==> config.mk <==
export PLATFORM = sky130hd
export DESIGN_NAME = faulty_memory_cell_model_top
export DESIGN_NICKNAME = d
export VERILOG_FILES = /design/src/sv/fmcm_pkg.sv /design/src/sv/fmcm_ram.sv /design/src/sv/fmcm_front.sv /design/src/sv/fmcm_queue.sv /design/src/sv/fmcm_back.sv /design/src/sv/faulty_memory_cell_model_top.sv
export VERILOG_INCLUDE_DIRS = /design/src /design/src/sv
export SDC_FILE = /design/constraint.sdc
export NUM_CORES = 1
export LEC_CHECK = 0
export ABC_CLOCK_PERIOD_IN_PS = 13760
export BUFFER_PORTS_ARGS = -buffer_cell sky130_fd_sc_hd__buf_4
export CORE_MARGIN = 2
export CORE_UTILIZATION = 55
export CTS_BUF_LIST = sky130_fd_sc_hd__clkbuf_16
export DETAILED_ROUTE_END_ITERATION = 8
export GPL_ROUTABILITY_DRIVEN = 1
export PLACE_DENSITY = 0.71
export RECOVER_POWER = 50
export SLEW_MARGIN = 25
export SYNTH_ARGS = -nofsm -noshare
export SYNTH_HDL_FRONTEND = slang
export SYNTH_SLANG_ARGS = --single-unit
export TNS_END_PERCENT = 30
==> constraint.sdc <==
create_clock -name i_clk -period 13.76 [get_ports i_clk]
set_input_delay 0.688 -clock i_clk [delete_from_list [all_inputs] [get_ports i_clk]]
set_output_delay 0.688 -clock i_clk [all_outputs]
set_load 0.01 [all_outputs]
==> src/sv/faulty_memory_cell_model_top_assert.svh <==
// ----------------------------------------------------------------------------
// faulty memory cell model assertion macros
// shared property wrappers for the model's internal checks
// ----------------------------------------------------------------------------
`ifndef FAULTY_MEMORY_CELL_MODEL_TOP_ASSERT_SVH
`define FAULTY_MEMORY_CELL_MODEL_TOP_ASSERT_SVH

// same-cycle implication, checked out of reset
`define FMCM_ASSERT_NOW(label, clk, rst_n, ante, cons, msg) \
    label: assert property (@(posedge clk) disable iff (!rst_n) (ante) |-> (cons)) \
        else $error(msg);

// next-cycle implication, checked out of reset
`define FMCM_ASSERT_NEXT(label, clk, rst_n, ante, cons, msg) \
    label: assert property (@(posedge clk) disable iff (!rst_n) (ante) |=> (cons)) \
        else $error(msg);

`endif

==> src/sv/fmcm_pkg.sv <==
// ----------------------------------------------------------------------------
// fmcm_pkg
// shared types and constants of the faulty memory cell model
// ----------------------------------------------------------------------------
`timescale 1ns / 1ps

package fmcm_pkg;

    // fixed field widths
    localparam int ADDR_IN_W   = 8;
    localparam int ADDR_SPAN   = 1 << ADDR_IN_W;
    localparam int CFG_IDX_W   = 3;
    localparam int CFG_DATA_W  = 8;
    localparam int S_TDATA_W   = 16;
    localparam int M_TDATA_W   = 8;
    localparam int STEPS_IN_OPS = 4;

    // access kinds
    localparam logic CMD_WRITE = 1'b0;
    localparam logic CMD_READ  = 1'b1;

    // fault modes
    localparam logic [1:0] MODE_ONE_CELL = 2'd0;
    localparam logic [1:0] MODE_AGG_SENS = 2'd1;
    localparam logic [1:0] MODE_VIC_SENS = 2'd2;
    localparam logic [1:0] MODE_NONE     = 2'd3;

    // register indexes
    localparam logic [CFG_IDX_W-1:0] REG_FAULT_MODE   = 3'd0;
    localparam logic [CFG_IDX_W-1:0] REG_VICTIM_ADDR  = 3'd1;
    localparam logic [CFG_IDX_W-1:0] REG_AGGR_ADDR    = 3'd2;
    localparam logic [CFG_IDX_W-1:0] REG_INIT_VALUES  = 3'd3;
    localparam logic [CFG_IDX_W-1:0] REG_TRIG_LENGTH  = 3'd4;
    localparam logic [CFG_IDX_W-1:0] REG_TRIG_OPS     = 3'd5;
    localparam logic [CFG_IDX_W-1:0] REG_FAULT_VALUE  = 3'd6;
    localparam logic [CFG_IDX_W-1:0] REG_FINAL_READ   = 3'd7;

    // queue sizing
    localparam int QUEUE_DEPTH = 2;
    localparam int QUEUE_PTR_W = 1;
    localparam int QUEUE_CNT_W = 2;

    // one history record: value before, kind, access value
    typedef logic [2:0] t_rec;

    // trigger settings seen by the back end
    typedef struct packed {
        logic [2:0] trigger_length;
        logic [7:0] trigger_ops;
        logic       fault_value;
        logic       final_read_value;
    } t_cfg;

    // classified access, without its address
    typedef struct packed {
        logic is_read;
        logic value;
        logic is_sens;
        logic two_cell;
        logic sens_init;
        logic cpl_init;
    } t_item_ctl;

endpackage

==> src/sv/fmcm_ram.sv <==
// ----------------------------------------------------------------------------
// fmcm_ram
// generic memory, one write port and two registered read ports
// ----------------------------------------------------------------------------
`timescale 1ns / 1ps

module fmcm_ram #(
    parameter int DATA_W = 1,
    parameter int DEPTH  = 256
) (
    input  logic                     i_clk,
    input  logic                     i_we,
    input  logic [$clog2(DEPTH)-1:0] i_waddr,
    input  logic [DATA_W-1:0]        i_wdata,
    input  logic [$clog2(DEPTH)-1:0] i_raddr_a,
    input  logic [$clog2(DEPTH)-1:0] i_raddr_b,
    output logic [DATA_W-1:0]        o_rdata_a,
    output logic [DATA_W-1:0]        o_rdata_b
);

    logic [DATA_W-1:0] r_mem [DEPTH];

    // write and registered reads
    always_ff @(posedge i_clk) begin
        if (i_we) begin
            r_mem[i_waddr] <= i_wdata;
        end
        o_rdata_a <= r_mem[i_raddr_a];
        o_rdata_b <= r_mem[i_raddr_b];
    end

endmodule

==> src/sv/fmcm_front.sv <==
// ----------------------------------------------------------------------------
// fmcm_front
// configuration registers, input acceptance and access classification
// ----------------------------------------------------------------------------
`timescale 1ns / 1ps

module fmcm_front #(
    parameter int MEM_DEPTH = 256
) (
    input  logic                                i_clk,
    input  logic                                i_rst_n,
    input  logic                                i_cfg_wr_en,
    input  logic [fmcm_pkg::CFG_IDX_W-1:0]      i_cfg_index,
    input  logic [fmcm_pkg::CFG_DATA_W-1:0]     i_cfg_data,
    input  logic                                i_tvalid,
    input  logic [fmcm_pkg::S_TDATA_W-1:0]      i_tdata,
    input  logic                                i_tuser,
    input  logic                                i_space,
    output logic                                o_tready,
    output logic                                o_push,
    output fmcm_pkg::t_item_ctl                 o_item_ctl,
    output logic [$clog2(MEM_DEPTH)-1:0]        o_item_addr,
    output logic [$clog2(MEM_DEPTH)-1:0]        o_vic_addr,
    output logic [$clog2(MEM_DEPTH)-1:0]        o_cpl_addr,
    output fmcm_pkg::t_cfg                      o_cfg,
    output logic                                o_cfg_clear
);

    localparam int AW = $clog2(MEM_DEPTH);

    logic [1:0] r_fault_mode;
    logic [7:0] r_victim_address;
    logic [7:0] r_aggressor_address;
    logic [1:0] r_initial_values;
    logic [2:0] r_trigger_length;
    logic [7:0] r_trigger_ops;
    logic       r_fault_value;
    logic       r_final_read_value;

    logic [AW-1:0] w_mod_tab [fmcm_pkg::ADDR_SPAN];
    logic [AW-1:0] w_addr;
    logic [AW-1:0] w_vic;
    logic [AW-1:0] w_agg;
    logic [AW-1:0] w_sens;
    logic          w_agg_mode;
    logic          w_two_cell;

    // register writes, each index owns one register
    always_ff @(posedge i_clk) begin
        if (!i_rst_n) begin
            r_fault_mode        <= fmcm_pkg::MODE_ONE_CELL;
            r_victim_address    <= 8'd0;
            r_aggressor_address <= 8'd1;
            r_initial_values    <= 2'd0;
            r_trigger_length    <= 3'd1;
            r_trigger_ops       <= 8'd0;
            r_fault_value       <= 1'b0;
            r_final_read_value  <= 1'b0;
        end else if (i_cfg_wr_en) begin
            unique case (i_cfg_index)
                fmcm_pkg::REG_FAULT_MODE:  r_fault_mode        <= i_cfg_data[1:0];
                fmcm_pkg::REG_VICTIM_ADDR: r_victim_address    <= i_cfg_data;
                fmcm_pkg::REG_AGGR_ADDR:   r_aggressor_address <= i_cfg_data;
                fmcm_pkg::REG_INIT_VALUES: r_initial_values    <= i_cfg_data[1:0];
                fmcm_pkg::REG_TRIG_LENGTH: r_trigger_length    <= i_cfg_data[2:0];
                fmcm_pkg::REG_TRIG_OPS:    r_trigger_ops       <= i_cfg_data;
                fmcm_pkg::REG_FAULT_VALUE: r_fault_value       <= i_cfg_data[0];
                fmcm_pkg::REG_FINAL_READ:  r_final_read_value  <= i_cfg_data[0];
                default: ;
            endcase
        end
    end

    // address reduction table, constant per depth
    for (genvar g = 0; g < fmcm_pkg::ADDR_SPAN; g++) begin : g_mod
        assign w_mod_tab[g] = AW'(g % MEM_DEPTH);
    end

    assign w_addr = w_mod_tab[i_tdata[fmcm_pkg::ADDR_IN_W-1:0]];
    assign w_vic  = w_mod_tab[r_victim_address];
    assign w_agg  = w_mod_tab[r_aggressor_address];

    // sensitizing and coupled cells per mode
    assign w_agg_mode = (r_fault_mode == fmcm_pkg::MODE_AGG_SENS);
    assign w_two_cell = w_agg_mode || (r_fault_mode == fmcm_pkg::MODE_VIC_SENS);
    assign w_sens     = w_agg_mode ? w_agg : w_vic;

    // input handshake straight into the queue
    assign o_tready = i_space;
    assign o_push   = i_tvalid && i_space;

    // classification of the access
    always_comb begin
        o_item_ctl.is_read   = (i_tuser == fmcm_pkg::CMD_READ);
        o_item_ctl.value     = i_tdata[fmcm_pkg::ADDR_IN_W];
        o_item_ctl.is_sens   = (w_addr == w_sens) && (r_fault_mode != fmcm_pkg::MODE_NONE);
        o_item_ctl.two_cell  = w_two_cell;
        o_item_ctl.sens_init = w_agg_mode ? r_initial_values[1] : r_initial_values[0];
        o_item_ctl.cpl_init  = w_agg_mode ? r_initial_values[0] : r_initial_values[1];
    end

    assign o_item_addr = w_addr;
    assign o_vic_addr  = w_vic;
    assign o_cpl_addr  = w_agg_mode ? w_vic : w_agg;

    // trigger settings for the back end
    assign o_cfg.trigger_length   = r_trigger_length;
    assign o_cfg.trigger_ops      = r_trigger_ops;
    assign o_cfg.fault_value      = r_fault_value;
    assign o_cfg.final_read_value = r_final_read_value;

    // any register write restarts the history
    assign o_cfg_clear = i_cfg_wr_en;

endmodule

==> src/sv/fmcm_queue.sv <==
// ----------------------------------------------------------------------------
// fmcm_queue
// two-entry queue of classified accesses between front and back
// ----------------------------------------------------------------------------
`timescale 1ns / 1ps

module fmcm_queue #(
    parameter int W = 16
) (
    input  logic         i_clk,
    input  logic         i_rst_n,
    input  logic         i_push,
    input  logic [W-1:0] i_data,
    input  logic         i_pop,
    output logic         o_full,
    output logic         o_valid,
    output logic [W-1:0] o_data
);

    logic [W-1:0]                       r_mem [fmcm_pkg::QUEUE_DEPTH];
    logic [fmcm_pkg::QUEUE_PTR_W-1:0]   r_wr_ptr;
    logic [fmcm_pkg::QUEUE_PTR_W-1:0]   r_rd_ptr;
    logic [fmcm_pkg::QUEUE_CNT_W-1:0]   r_count;

    assign o_full  = (r_count == fmcm_pkg::QUEUE_CNT_W'(fmcm_pkg::QUEUE_DEPTH));
    assign o_valid = (r_count != '0);
    assign o_data  = r_mem[r_rd_ptr];

    // pointers and fill level
    always_ff @(posedge i_clk) begin
        if (!i_rst_n) begin
            r_wr_ptr <= '0;
            r_rd_ptr <= '0;
            r_count  <= '0;
        end else begin
            if (i_push) begin
                r_wr_ptr <= r_wr_ptr + 1'b1;
            end
            if (i_pop) begin
                r_rd_ptr <= r_rd_ptr + 1'b1;
            end
            if (i_push && !i_pop) begin
                r_count <= r_count + 1'b1;
            end else if (!i_push && i_pop) begin
                r_count <= r_count - 1'b1;
            end
        end
    end

    // entry storage
    always_ff @(posedge i_clk) begin
        if (i_push) begin
            r_mem[r_wr_ptr] <= i_data;
        end
    end

endmodule

==> src/sv/fmcm_back.sv <==
// ----------------------------------------------------------------------------
// fmcm_back
// cell memory, operation history, trigger match and result register
// ----------------------------------------------------------------------------
`timescale 1ns / 1ps

`include "faulty_memory_cell_model_top_assert.svh"

module fmcm_back #(
    parameter int MEM_DEPTH   = 256,
    parameter int MAX_TRIGGER = 4
) (
    input  logic                           i_clk,
    input  logic                           i_rst_n,
    input  logic                           i_q_valid,
    input  fmcm_pkg::t_item_ctl            i_q_ctl,
    input  logic [$clog2(MEM_DEPTH)-1:0]   i_q_addr,
    output logic                           o_pop,
    input  logic [$clog2(MEM_DEPTH)-1:0]   i_vic_addr,
    input  logic [$clog2(MEM_DEPTH)-1:0]   i_cpl_addr,
    input  fmcm_pkg::t_cfg                 i_cfg,
    input  logic                           i_cfg_clear,
    output logic                           o_clearing,
    input  logic                           i_m_tready,
    output logic                           o_m_tvalid,
    output logic                           o_read_data,
    output logic                           o_fault_fired
);

    localparam int AW = $clog2(MEM_DEPTH);
    localparam int LW = $clog2(MAX_TRIGGER + 1);

    localparam logic [1:0] ST_CLEAR = 2'd0;
    localparam logic [1:0] ST_IDLE  = 2'd1;
    localparam logic [1:0] ST_LOOK  = 2'd2;

    logic [1:0]          r_state;
    logic [1:0]          n_state;
    logic [AW-1:0]       r_clr_addr;
    logic [AW-1:0]       n_clr_addr;
    fmcm_pkg::t_item_ctl r_ctl;
    logic [AW-1:0]       r_addr;
    fmcm_pkg::t_rec      r_hist [MAX_TRIGGER];
    logic [LW-1:0]       r_hist_cnt;
    logic                r_out_valid;
    logic                r_out_rd;
    logic                r_out_fired;

    logic                w_commit;
    logic                w_before;
    logic                w_cpl;
    logic                w_we;
    logic [AW-1:0]       w_waddr;
    logic                w_wdata;
    logic [AW-1:0]       w_raddr_a;
    fmcm_pkg::t_rec      w_new_hist [MAX_TRIGGER];
    logic [LW-1:0]       w_new_cnt;
    logic [LW-1:0]       w_eff_len;
    logic [1:0]          w_step [MAX_TRIGGER];
    fmcm_pkg::t_rec      w_expect [MAX_TRIGGER];
    logic                w_seq_ok;
    logic                w_hit;

    // cell storage
    fmcm_ram #(
        .DATA_W (1),
        .DEPTH  (MEM_DEPTH)
    ) u_cells (
        .i_clk     (i_clk),
        .i_we      (w_we),
        .i_waddr   (w_waddr),
        .i_wdata   (w_wdata),
        .i_raddr_a (w_raddr_a),
        .i_raddr_b (i_cpl_addr),
        .o_rdata_a (w_before),
        .o_rdata_b (w_cpl)
    );

    // read address holds during the look cycle
    assign w_raddr_a = (r_state == ST_LOOK) ? r_addr : i_q_addr;

    assign o_pop      = (r_state == ST_IDLE) && i_q_valid;
    assign w_commit   = (r_state == ST_LOOK) && (!r_out_valid || i_m_tready);
    assign o_clearing = (r_state == ST_CLEAR);

    // sequencer
    always_comb begin
        n_state    = r_state;
        n_clr_addr = r_clr_addr;
        unique case (r_state)
            ST_CLEAR: begin
                n_clr_addr = r_clr_addr + 1'b1;
                if (r_clr_addr == AW'(MEM_DEPTH - 1)) begin
                    n_state = ST_IDLE;
                end
            end
            ST_IDLE: begin
                if (i_q_valid) begin
                    n_state = ST_LOOK;
                end
            end
            ST_LOOK: begin
                if (w_commit) begin
                    n_state = ST_IDLE;
                end
            end
            default: n_state = ST_CLEAR;
        endcase
    end

    // history shift and effective trigger length
    always_comb begin
        w_new_hist[0] = {w_before, r_ctl.is_read, r_ctl.value};
        for (int i = 1; i < MAX_TRIGGER; i++) begin
            w_new_hist[i] = r_hist[i-1];
        end
        w_new_cnt = (r_hist_cnt == LW'(MAX_TRIGGER)) ? r_hist_cnt : r_hist_cnt + 1'b1;
        if (i_cfg.trigger_length == '0) begin
            w_eff_len = LW'(1);
        end else if (int'(i_cfg.trigger_length) > MAX_TRIGGER) begin
            w_eff_len = LW'(MAX_TRIGGER);
        end else begin
            w_eff_len = LW'(i_cfg.trigger_length);
        end
    end

    // expected records, each step chained to the value of the one before
    always_comb begin
        for (int i = 0; i < MAX_TRIGGER; i++) begin
            w_step[i] = 2'(i_cfg.trigger_ops >> (2 * i));
        end
        w_expect[0] = {r_ctl.sens_init, w_step[0]};
        for (int i = 1; i < MAX_TRIGGER; i++) begin
            w_expect[i] = {w_step[i-1][0], w_step[i]};
        end
    end

    // oldest used record pairs with the first step
    always_comb begin
        w_seq_ok = 1'b1;
        for (int i = 0; i < MAX_TRIGGER; i++) begin
            for (int j = 0; j < MAX_TRIGGER; j++) begin
                if ((i + j + 1) == int'(w_eff_len) && w_new_hist[j] != w_expect[i]) begin
                    w_seq_ok = 1'b0;
                end
            end
        end
        w_hit = r_ctl.is_sens && (w_new_cnt >= w_eff_len) && w_seq_ok
                && (!r_ctl.two_cell || (w_cpl == r_ctl.cpl_init));
    end

    // memory write: clearing sweep, fault into the victim, or plain write
    always_comb begin
        if (r_state == ST_CLEAR) begin
            w_we    = 1'b1;
            w_waddr = r_clr_addr;
            w_wdata = 1'b0;
        end else begin
            w_we    = w_commit && (w_hit || !r_ctl.is_read);
            w_waddr = w_hit ? i_vic_addr : r_addr;
            w_wdata = w_hit ? i_cfg.fault_value : r_ctl.value;
        end
    end

    // control registers
    always_ff @(posedge i_clk) begin
        if (!i_rst_n) begin
            r_state     <= ST_CLEAR;
            r_clr_addr  <= '0;
            r_hist_cnt  <= '0;
            r_out_valid <= 1'b0;
        end else begin
            r_state    <= n_state;
            r_clr_addr <= n_clr_addr;
            if (i_cfg_clear) begin
                r_hist_cnt <= '0;
            end else if (w_commit && r_ctl.is_sens) begin
                r_hist_cnt <= w_new_cnt;
            end
            if (w_commit) begin
                r_out_valid <= 1'b1;
            end else if (i_m_tready) begin
                r_out_valid <= 1'b0;
            end
        end
    end

    // payload registers
    always_ff @(posedge i_clk) begin
        if (o_pop) begin
            r_ctl  <= i_q_ctl;
            r_addr <= i_q_addr;
        end
        if (w_commit && r_ctl.is_sens) begin
            r_hist <= w_new_hist;
        end
        if (w_commit) begin
            r_out_fired <= w_hit;
            if (!r_ctl.is_read) begin
                r_out_rd <= 1'b0;
            end else if (w_hit) begin
                r_out_rd <= i_cfg.final_read_value;
            end else begin
                r_out_rd <= w_before;
            end
        end
    end

    assign o_m_tvalid    = r_out_valid;
    assign o_read_data   = r_out_rd;
    assign o_fault_fired = r_out_fired;

    // checks
    `FMCM_ASSERT_NOW(a_no_pop_in_clear, i_clk, i_rst_n, r_state == ST_CLEAR, !o_pop, "pop during clearing pass")
    `FMCM_ASSERT_NOW(a_hist_cnt_bound, i_clk, i_rst_n, 1'b1, int'(r_hist_cnt) <= MAX_TRIGGER, "history count over depth")
    `FMCM_ASSERT_NEXT(a_commit_to_idle, i_clk, i_rst_n, w_commit, r_state == ST_IDLE && r_out_valid, "commit did not return to idle with a result")
    `FMCM_ASSERT_NEXT(a_fire_reported, i_clk, i_rst_n, w_commit && w_hit, r_out_fired, "fault fired but not reported")

endmodule

==> src/sv/faulty_memory_cell_model_top.sv <==
// ----------------------------------------------------------------------------
// faulty_memory_cell_model_top
// bit memory that emulates one configured memory fault primitive
// ----------------------------------------------------------------------------
`timescale 1ns / 1ps

// Each accepted access produces exactly one result word. The front end
// takes an access in any cycle with room in its two-entry queue; the back
// end then handles it in two steps, an idle step that pops it and reads
// the addressed and coupled cells from the registered-read cell memory
// and a look step that matches the history and writes back, held while
// the result register waits on m_axis_tready, before it pops the next.
// After reset the cell memory is swept to zero, one cell a cycle, over
// all MEM_DEPTH cells with s_axis_tready low; configuration writes are
// taken throughout and clear the operation history.

module faulty_memory_cell_model_top #(
    parameter int MEM_DEPTH   = 256,
    parameter int MAX_TRIGGER = 4
) (
    input  logic                                i_clk,
    input  logic                                i_rst_n,
    // configuration write port
    input  logic                                i_cfg_wr_en,
    input  logic [fmcm_pkg::CFG_IDX_W-1:0]      i_cfg_index,
    input  logic [fmcm_pkg::CFG_DATA_W-1:0]     i_cfg_data,
    // access stream
    input  logic                                s_axis_tvalid,
    output logic                                s_axis_tready,
    input  logic [fmcm_pkg::S_TDATA_W-1:0]      s_axis_tdata,  // [7:0] address, [8] op_value
    input  logic                                s_axis_tuser,  // [0] command
    // result stream
    output logic                                m_axis_tvalid,
    input  logic                                m_axis_tready,
    output logic [fmcm_pkg::M_TDATA_W-1:0]      m_axis_tdata,  // [0] read_data
    output logic                                m_axis_tuser   // [0] fault_fired
);

    localparam int AW  = $clog2(MEM_DEPTH);
    localparam int QW  = $bits(fmcm_pkg::t_item_ctl) + AW;

    logic                 w_push;
    logic                 w_pop;
    logic                 w_q_full;
    logic                 w_q_valid;
    logic                 w_clearing;
    logic                 w_space;
    logic                 w_cfg_clear;
    logic                 w_read_data;
    fmcm_pkg::t_item_ctl  w_item_ctl;
    fmcm_pkg::t_item_ctl  w_q_ctl;
    fmcm_pkg::t_cfg       w_cfg;
    logic [AW-1:0]        w_item_addr;
    logic [AW-1:0]        w_q_addr;
    logic [AW-1:0]        w_vic_addr;
    logic [AW-1:0]        w_cpl_addr;
    logic [QW-1:0]        w_q_out;

    assign w_space = !w_q_full && !w_clearing;

    // accept and classify
    fmcm_front #(
        .MEM_DEPTH (MEM_DEPTH)
    ) u_front (
        .i_clk       (i_clk),
        .i_rst_n     (i_rst_n),
        .i_cfg_wr_en (i_cfg_wr_en),
        .i_cfg_index (i_cfg_index),
        .i_cfg_data  (i_cfg_data),
        .i_tvalid    (s_axis_tvalid),
        .i_tdata     (s_axis_tdata),
        .i_tuser     (s_axis_tuser),
        .i_space     (w_space),
        .o_tready    (s_axis_tready),
        .o_push      (w_push),
        .o_item_ctl  (w_item_ctl),
        .o_item_addr (w_item_addr),
        .o_vic_addr  (w_vic_addr),
        .o_cpl_addr  (w_cpl_addr),
        .o_cfg       (w_cfg),
        .o_cfg_clear (w_cfg_clear)
    );

    // decoupling queue
    fmcm_queue #(
        .W (QW)
    ) u_queue (
        .i_clk   (i_clk),
        .i_rst_n (i_rst_n),
        .i_push  (w_push),
        .i_data  ({w_item_ctl, w_item_addr}),
        .i_pop   (w_pop),
        .o_full  (w_q_full),
        .o_valid (w_q_valid),
        .o_data  (w_q_out)
    );

    assign w_q_ctl  = w_q_out[QW-1:AW];
    assign w_q_addr = w_q_out[AW-1:0];

    // execute against the cell memory
    fmcm_back #(
        .MEM_DEPTH   (MEM_DEPTH),
        .MAX_TRIGGER (MAX_TRIGGER)
    ) u_back (
        .i_clk         (i_clk),
        .i_rst_n       (i_rst_n),
        .i_q_valid     (w_q_valid),
        .i_q_ctl       (w_q_ctl),
        .i_q_addr      (w_q_addr),
        .o_pop         (w_pop),
        .i_vic_addr    (w_vic_addr),
        .i_cpl_addr    (w_cpl_addr),
        .i_cfg         (w_cfg),
        .i_cfg_clear   (w_cfg_clear),
        .o_clearing    (w_clearing),
        .i_m_tready    (m_axis_tready),
        .o_m_tvalid    (m_axis_tvalid),
        .o_read_data   (w_read_data),
        .o_fault_fired (m_axis_tuser)
    );

    assign m_axis_tdata = {(fmcm_pkg::M_TDATA_W - 1)'(0), w_read_data};

endmodule
Word level (Yosys, flattened, before mapping)
Memories as Yosys holds them, arrays and structs flattened. A register that Yosys moved wholly into a read port is not among the register bits.
Index checks and enable logic that the tools add are counted.
{ "word_totals": {"ff_bits": 76, "elab_cells": 195, "mem_count": 5, "out_inout_bits": 11, "mem_bits_rw": 284, "rom_bits": 6144} }
{ "memory_table": {"columns": ["memory", "depth", "word_bits", "read_ports", "rd_clocked_by_memory_dff", "write_ports", "line", "rtl"], "rows": [
  ["(no name shown)", 256, 8, 1, 0, 0, "fmcm_front.sv:79", "assign w_addr = w_mod_tab[i_tdata[fmcm_pkg::ADDR_IN_W-1:0]];"],
  ["(no name shown)", 256, 8, 1, 0, 0, "fmcm_front.sv:80", "assign w_vic = w_mod_tab[r_victim_address];"],
  ["(no name shown)", 256, 8, 1, 0, 0, "fmcm_front.sv:81", "assign w_agg = w_mod_tab[r_aggressor_address];"],
  ["u_back.u_cells.r_mem", 256, 1, 2, 2, 1, "fmcm_ram.sv:21", "logic [DATA_W-1:0] r_mem [DEPTH];"],
  ["u_queue.r_mem", 2, 14, 1, 1, 1, "fmcm_queue.sv:20", "logic [W-1:0] r_mem [fmcm_pkg::QUEUE_DEPTH];"]
]} }
{ "classes": {"mux": 50, "reduce_logical": 55, "bitwise": 4, "n_lt_le_gt_ge": 5, "eq_ne": 43, "add_sub_neg": 6} }
{ "op_table": {"columns": ["operator", "count"], "rows": [
  ["$mux 8", 11],
  ["$ne 3x3->1", 16],
  ["$mux 1", 30],
  ["$logic_and 1x1->1", 28],
  ["$ge 9x9->1 const B", 3],
  ["$not 8->9", 3],
  ["$reduce_and 2->1", 8],
  ["$eq 3x3->1 const B", 5],
  ["$eq 3x3->1 const A", 4],
  ["$mux 2", 5],
  ["$mux 3", 3],
  ["$add 8x1->8 const B", 1],
  ["$eq 8x8->1", 1],
  ["$eq 8x8->1 const B", 1],
  ["$logic_not 1->1", 7],
  ["$eq 2x2->1 const B", 3],
  ["$eq 2x3->1 const A", 2],
  ["$eq 3x2->1 const B", 2],
  ["$logic_not 3->1", 2],
  ["$ne 2x1->1 const B", 3],
  ["$pmux 2 s3", 1],
  ["$reduce_bool 2->1", 3],
  ["$eq 2x1->1 const B", 2],
  ["$logic_or 1x1->1", 4],
  ["14 further kinds", 15]
]} }

Longest topological paths before layout
{ "depth": {"word_depth": 28, "depth_mapped": 18, "ltp_nobuf": 15} }

By module
From an unflattened synthesis, not the netlist that was laid out.
{ "hier_totals": {"hier_cells": 1535, "hier_area_um2": 19102.1} }
{ "by_module_without_submodules": {"columns": ["mod", "area_each_um2", "instances", "cells_each", "seq_area_each_um2"], "rows": [
  ["fmcm_ram", 13329.0, 1, 994, 7727.4],
  ["fmcm_back", 2733.9, 1, 269, 1031.0],
  ["fmcm_front", 1744.2, 1, 197, 660.6],
  ["fmcm_queue", 1227.4, 1, 65, 940.9],
  ["faulty_memory_cell_model_top", 67.6, 1, 10, 0.0]
]} }

Worst setup path after synthesis
No wires, ideal clock.
{ "synth_path": {"path_kind": "reg2reg", "start": "register u_back.r_hist[11] (netlist name)", "end": "memory u_back.u_cells.r_mem[0] (data pin)", "synth_period_minus_slack_ns": 9.393, "path_stages_with_launch": 9, "n_path_buf": 1, "slack_ns": 4.367, "arrival_ns": 8.004, "t_required_ns": 12.371, "setup_ns": 1.389, "path_cell_list": "edfxtp_1 -> or3_1 -> a2111oi_1 -> nand4_1 -> a311oi_2 -> o21ai_2 -> buf_4 -> mux2i_1 -> nor2_1"} }
{ "synth_between": {"elab_chain_cells": 21} }
{ "synth_rtl": {"columns": ["item", "line", "rtl"], "rows": [
  ["start, declared", "fmcm_back.sv:43", "fmcm_pkg::t_rec r_hist [MAX_TRIGGER];"],
  ["start signal, assigned", "fmcm_back.sv:195", "r_hist <= w_new_hist;"],
  ["$ne 3x3->1", "fmcm_back.sv:143", "if ((i + j + 1) == int'(w_eff_len) && w_new_hist[j] != w_expect[i]) begin"],
  ["$logic_and 1x1->1", "fmcm_back.sv:143", null],
  ["$mux 1 (12 in series)", "fmcm_back.sv:143", null],
  ["$mux 1 * (3 in series)", "fmcm_back.sv:143", null],
  ["$logic_and 1x1->1 *", "fmcm_back.sv:148", "w_hit = r_ctl.is_sens && (w_new_cnt >= w_eff_len) && w_seq_ok"],
  ["$logic_and 1x1->1 *", "fmcm_back.sv:149", "&& (!r_ctl.two_cell || (w_cpl == r_ctl.cpl_init));"],
  ["$mux 1 *", "fmcm_back.sv:161", "w_wdata = w_hit ? i_cfg.fault_value : r_ctl.value;"],
  ["$mux 1 *", "fmcm_back.sv:154", "if (r_state == ST_CLEAR) begin"],
  ["via u_back.u_cells.i_wdata", "fmcm_ram.sv:14", "input logic [DATA_W-1:0] i_wdata,"],
  ["end, declared", "fmcm_ram.sv:21", null]
]} }
The timed path passes the listed nets; every way through them passes the cells marked *.

Worst setup path in the final report
{ "layout_path": {"start": "register u_back.r_ctl[5] (netlist name)", "end": "memory u_back.u_cells.r_mem[236] (data pin)"} }
{ "layout_between": {"elab_chain_cells": 22} }
{ "layout_rtl": {"columns": ["item", "line", "rtl"], "rows": [
  ["start, declared", "fmcm_back.sv:41", "fmcm_pkg::t_item_ctl r_ctl;"],
  ["start signal, assigned", "fmcm_back.sv:191", "r_ctl <= i_q_ctl;"],
  ["$ne 3x3->1", "fmcm_back.sv:143", null],
  ["$logic_and 1x1->1", "fmcm_back.sv:143", null],
  ["$mux 1 (12 in series)", "fmcm_back.sv:143", null],
  ["$mux 1 * (4 in series)", "fmcm_back.sv:143", null],
  ["$logic_and 1x1->1 *", "fmcm_back.sv:148", null],
  ["$logic_and 1x1->1 *", "fmcm_back.sv:149", null],
  ["$mux 1 *", "fmcm_back.sv:161", null],
  ["$mux 1 *", "fmcm_back.sv:154", null],
  ["via u_back.u_cells.i_wdata", "fmcm_ram.sv:14", null]
]} }
Marks and branches as above.

==> qor.yml <==
route:
  viasPerCell: 6.427
  wl_per_cell_um: 23.80
  postRouteAntennaNets: 0
  drt_iter0_markers: 1757
  drc_errors: 0
  drt_wl_total_um: 52810
  dr.pass1.iters: 6
  vias: 14260
cts:
  path_clk_slew_ns: 0.06
  cts.sinks: 363
  clk_latency_ns: 0.54
  clock_path_buffers: 3
  cts_tree: "done"
  root_buffer: "clkbuf_16"
  cts_made_buffers: 39
  ctsHtreeMaxLevel: 2
  cts_setup_buffers: 0
  cts_hold_buf: 0
  cts_resized: 0
sta:
  post-route-period-util_pct: 63.85
  setup_viol: 0
  hold_viol_final: 0
  fin_crit_ns: 8.786
  fin_setup_tns_ns: 0
  worstMarginPinSlew_ns: 3.438
  timing_max_transition_violations_final: 278
  slew_headroom_pct: -129.2
  rsz0062_at_grt: "false"
  fin_worst_skew_ns: 0.01016
  fmax_ghz: 0.1138
  fin_hold_ws_ns: 0.3687
placement:
  hpwl_um: 31990
  io_buffers: 29
  gp_congestion: 0.8846
final_layout:
  finalNetCount: 1781
  mostFrequentLayoutCell: "nand2_1"
  final_cell_mix: "317 x nand2_1, 309 x edfxtp_1, 295 x nor2_1, 109 x nand3_1, 68 x mux4_2"
  seqCellArea_um2: 10360
  nFillCells: 2848
  multi_input_area_um2: 8152
  antenna_cells: 0
  area_delta_synth_final_pct: 8.181
  drive_gt1_share_pct: 11.90
floorplan:
  start_util_pct: 55.62
  io_pins: 44
  rows: 68
  coreArea_um2: 34370
  dieWidth_um: 190.4
  die_area_um2: 36270
  die_h_um: 190.4
global_route:
  grt_pass1_vias: 13800
  overflow: 0
  antenna_found_initial: 1
  grt_max_degree: 121
  met2_usage_pct: 46.73
  grt_most_used_layer: "met2"
  gr-usage-met1_pct: 40.60
  grt_first_pass_wirelength_um: 80260
  grt_util_met3_pct: 5.962
  track_usage_pct: 29.49
pwr:
  powerDensity_nw_per_um2: 109.6
  p_leak_uw: 0.007091
  total_power_uw: 2266
  peakVddDrop_v: 0.0001275
min_path:
  hp-class: "in -> reg"
worst_setup_path:
  critPathLaunchType: "flip-flop"
  critical_path_class: "reg -> reg"
  critPathCaptureType: "flip-flop"
  critPathMaxFanout: 96
  arrival_ns: 8.62
  required_ns: 13.60
yosys:
  yosysSeqAreaShare_pct: 54.19
  ys_warn_count: 0
  async_flop_share_pct: 0
  ys_ff_latch: 363
  synth_top_area_share_pct: 48.54
  synth_top_area_cell: "edfxtp_1"
  synth_edf_count: 309
  synthDistinctLibCells: 62
  synth.avg_cell_area_um2: 10.73
  synthesis.area_um2: 19120
  synth_ff_type: "edfxtp_1"
  synthCells: 1781
  netlist_top_cells_area: "edfxtp_1 49%, mux4_2 8.0%, nand2_1 6.3%"
outcome:
  status: "finished with violations"
  failed_checks: "max-capacitance violations, max-slew violations"
run:
  drv_cap: 6
## through the flow
step / util [%] / setup slack (ns) / area [um^2] / std cells
2_1_floorplan: - / 4.367 / 19140 / 1787
3_3_place_gp: 56.93 / 8.973 / 19570 / 2153
3_5_place_dp: 56.93 / 8.833 / 19570 / 2153
4_1_cts: 60.42 / 8.807 / 20770 / 2219
5_1_grt: 60.17 / 4.326 / 20680 / 2219
6_report: 60.17 / 4.974 / 20680 / 2219
## state kept, by name, summed over array words and instances (netlist names), 3 cells and up, named ones only
name	cells
u_back.u_cells.r_mem	256
u_front.r_trigger_ops	8
u_back.r_hist	9
u_back.r_hist_cnt	3
u_front.r_aggressor_address	8
u_front.r_victim_address	8
u_back.r_clr_addr	8
u_back.r_ctl	6
u_back.r_addr	8
u_queue.r_mem	28
u_front.r_trigger_length	3
## synthesized netlist by cell type (4+ instances only)
cell type	instances
o211a_1	4
and2_1	27
a22o_1	5
clkbuf_1	73
nor2_1	295
and3_1	10
buf_4	13
buf_1	16
a211oi_1	19
a211o_1	4
nand3_1	109
edfxtp_1	309
nand2b_1	8
mux2i_1	64
a22oi_1	4
dfxtp_1	54
mux4_2	68
mux2_2	27
nand2_2	4
or2_2	15
ha_1	9
xnor2_1	19
o21ai_0	12
nor4b_1	8
a221oi_1	7
a31oi_1	27
a21boi_0	27
nor2b_1	14
inv_1	15
nand4_1	18
xor2_1	18
nand2_1	320
nor3_1	16
buf_2	43
o211ai_1	6
a32oi_1	16
a21oi_1	30
or3_1	7
nor3b_1	7
## routing by layer
layer  wire length (um)  share of wire (%)
met2              24460                 46
met1              20910                 40
met3               5702                 11
met4               1724                3.3
met5                 12              0.023
## critical path, stage by stage (launching register included)
cell,delay (ns)
edfxtp_1,0.59
xnor2_1,0.20
o2111ai_1,0.12
a2111o_1,0.15
a311oi_1,0.11
o21ai_0,1.93
mux2i_1,0.23
nor2_1,2.14
clkbuf_1,2.54
## path summary, 6_finish.rpt
kind | start | slack, ns | endpoint | depth (start not counted)
setup / recovery | u_back.r_ctl[5] | 4.97 | u_back.u_cells.r_mem[236] | 8
hold / removal | s_axis_tuser | 0.37 | u_queue.r_mem[0][13] | 1
setup reg to reg | u_back.r_ctl[5] | 4.97 | u_back.u_cells.r_mem[236] | 8
hold reg to reg | u_back.r_hist_cnt[1] | 0.48 | u_back.r_hist_cnt[1] | 2
## report_power, final
part,total (uW),switching [uW],internal (uW)
combinational,79.2,51.6,27.5
clock,1000,426,574
sequential,1190,5.17,1180
total,2270,483,1780
## kinds of logic after synthesis
group | synth area share (%)
simple gates | 19.80
flops | 54.19
compound gates | 7.003
mux | 13.02
buf+inv | 3.678
xor+xnor | 1.695
fa+ha+maj | 0.5891
other cells | 0.01962
## area by class of cell
| type | instances | share of cell area (%) |
|---|---|---|
| flip-flops and latches | 363 | 50.09 |
| inverters | 15 | 0.2722 |
| well taps | 455 | 2.753 |
| clock buffers | 41 | 4.961 |
| repair buffers | 56 | 1.670 |
| multi-input cells | 1264 | 39.42 |
| clock inverters | 25 | 0.8349 |
No activity file was read; power rests on OpenSTA's default activity.
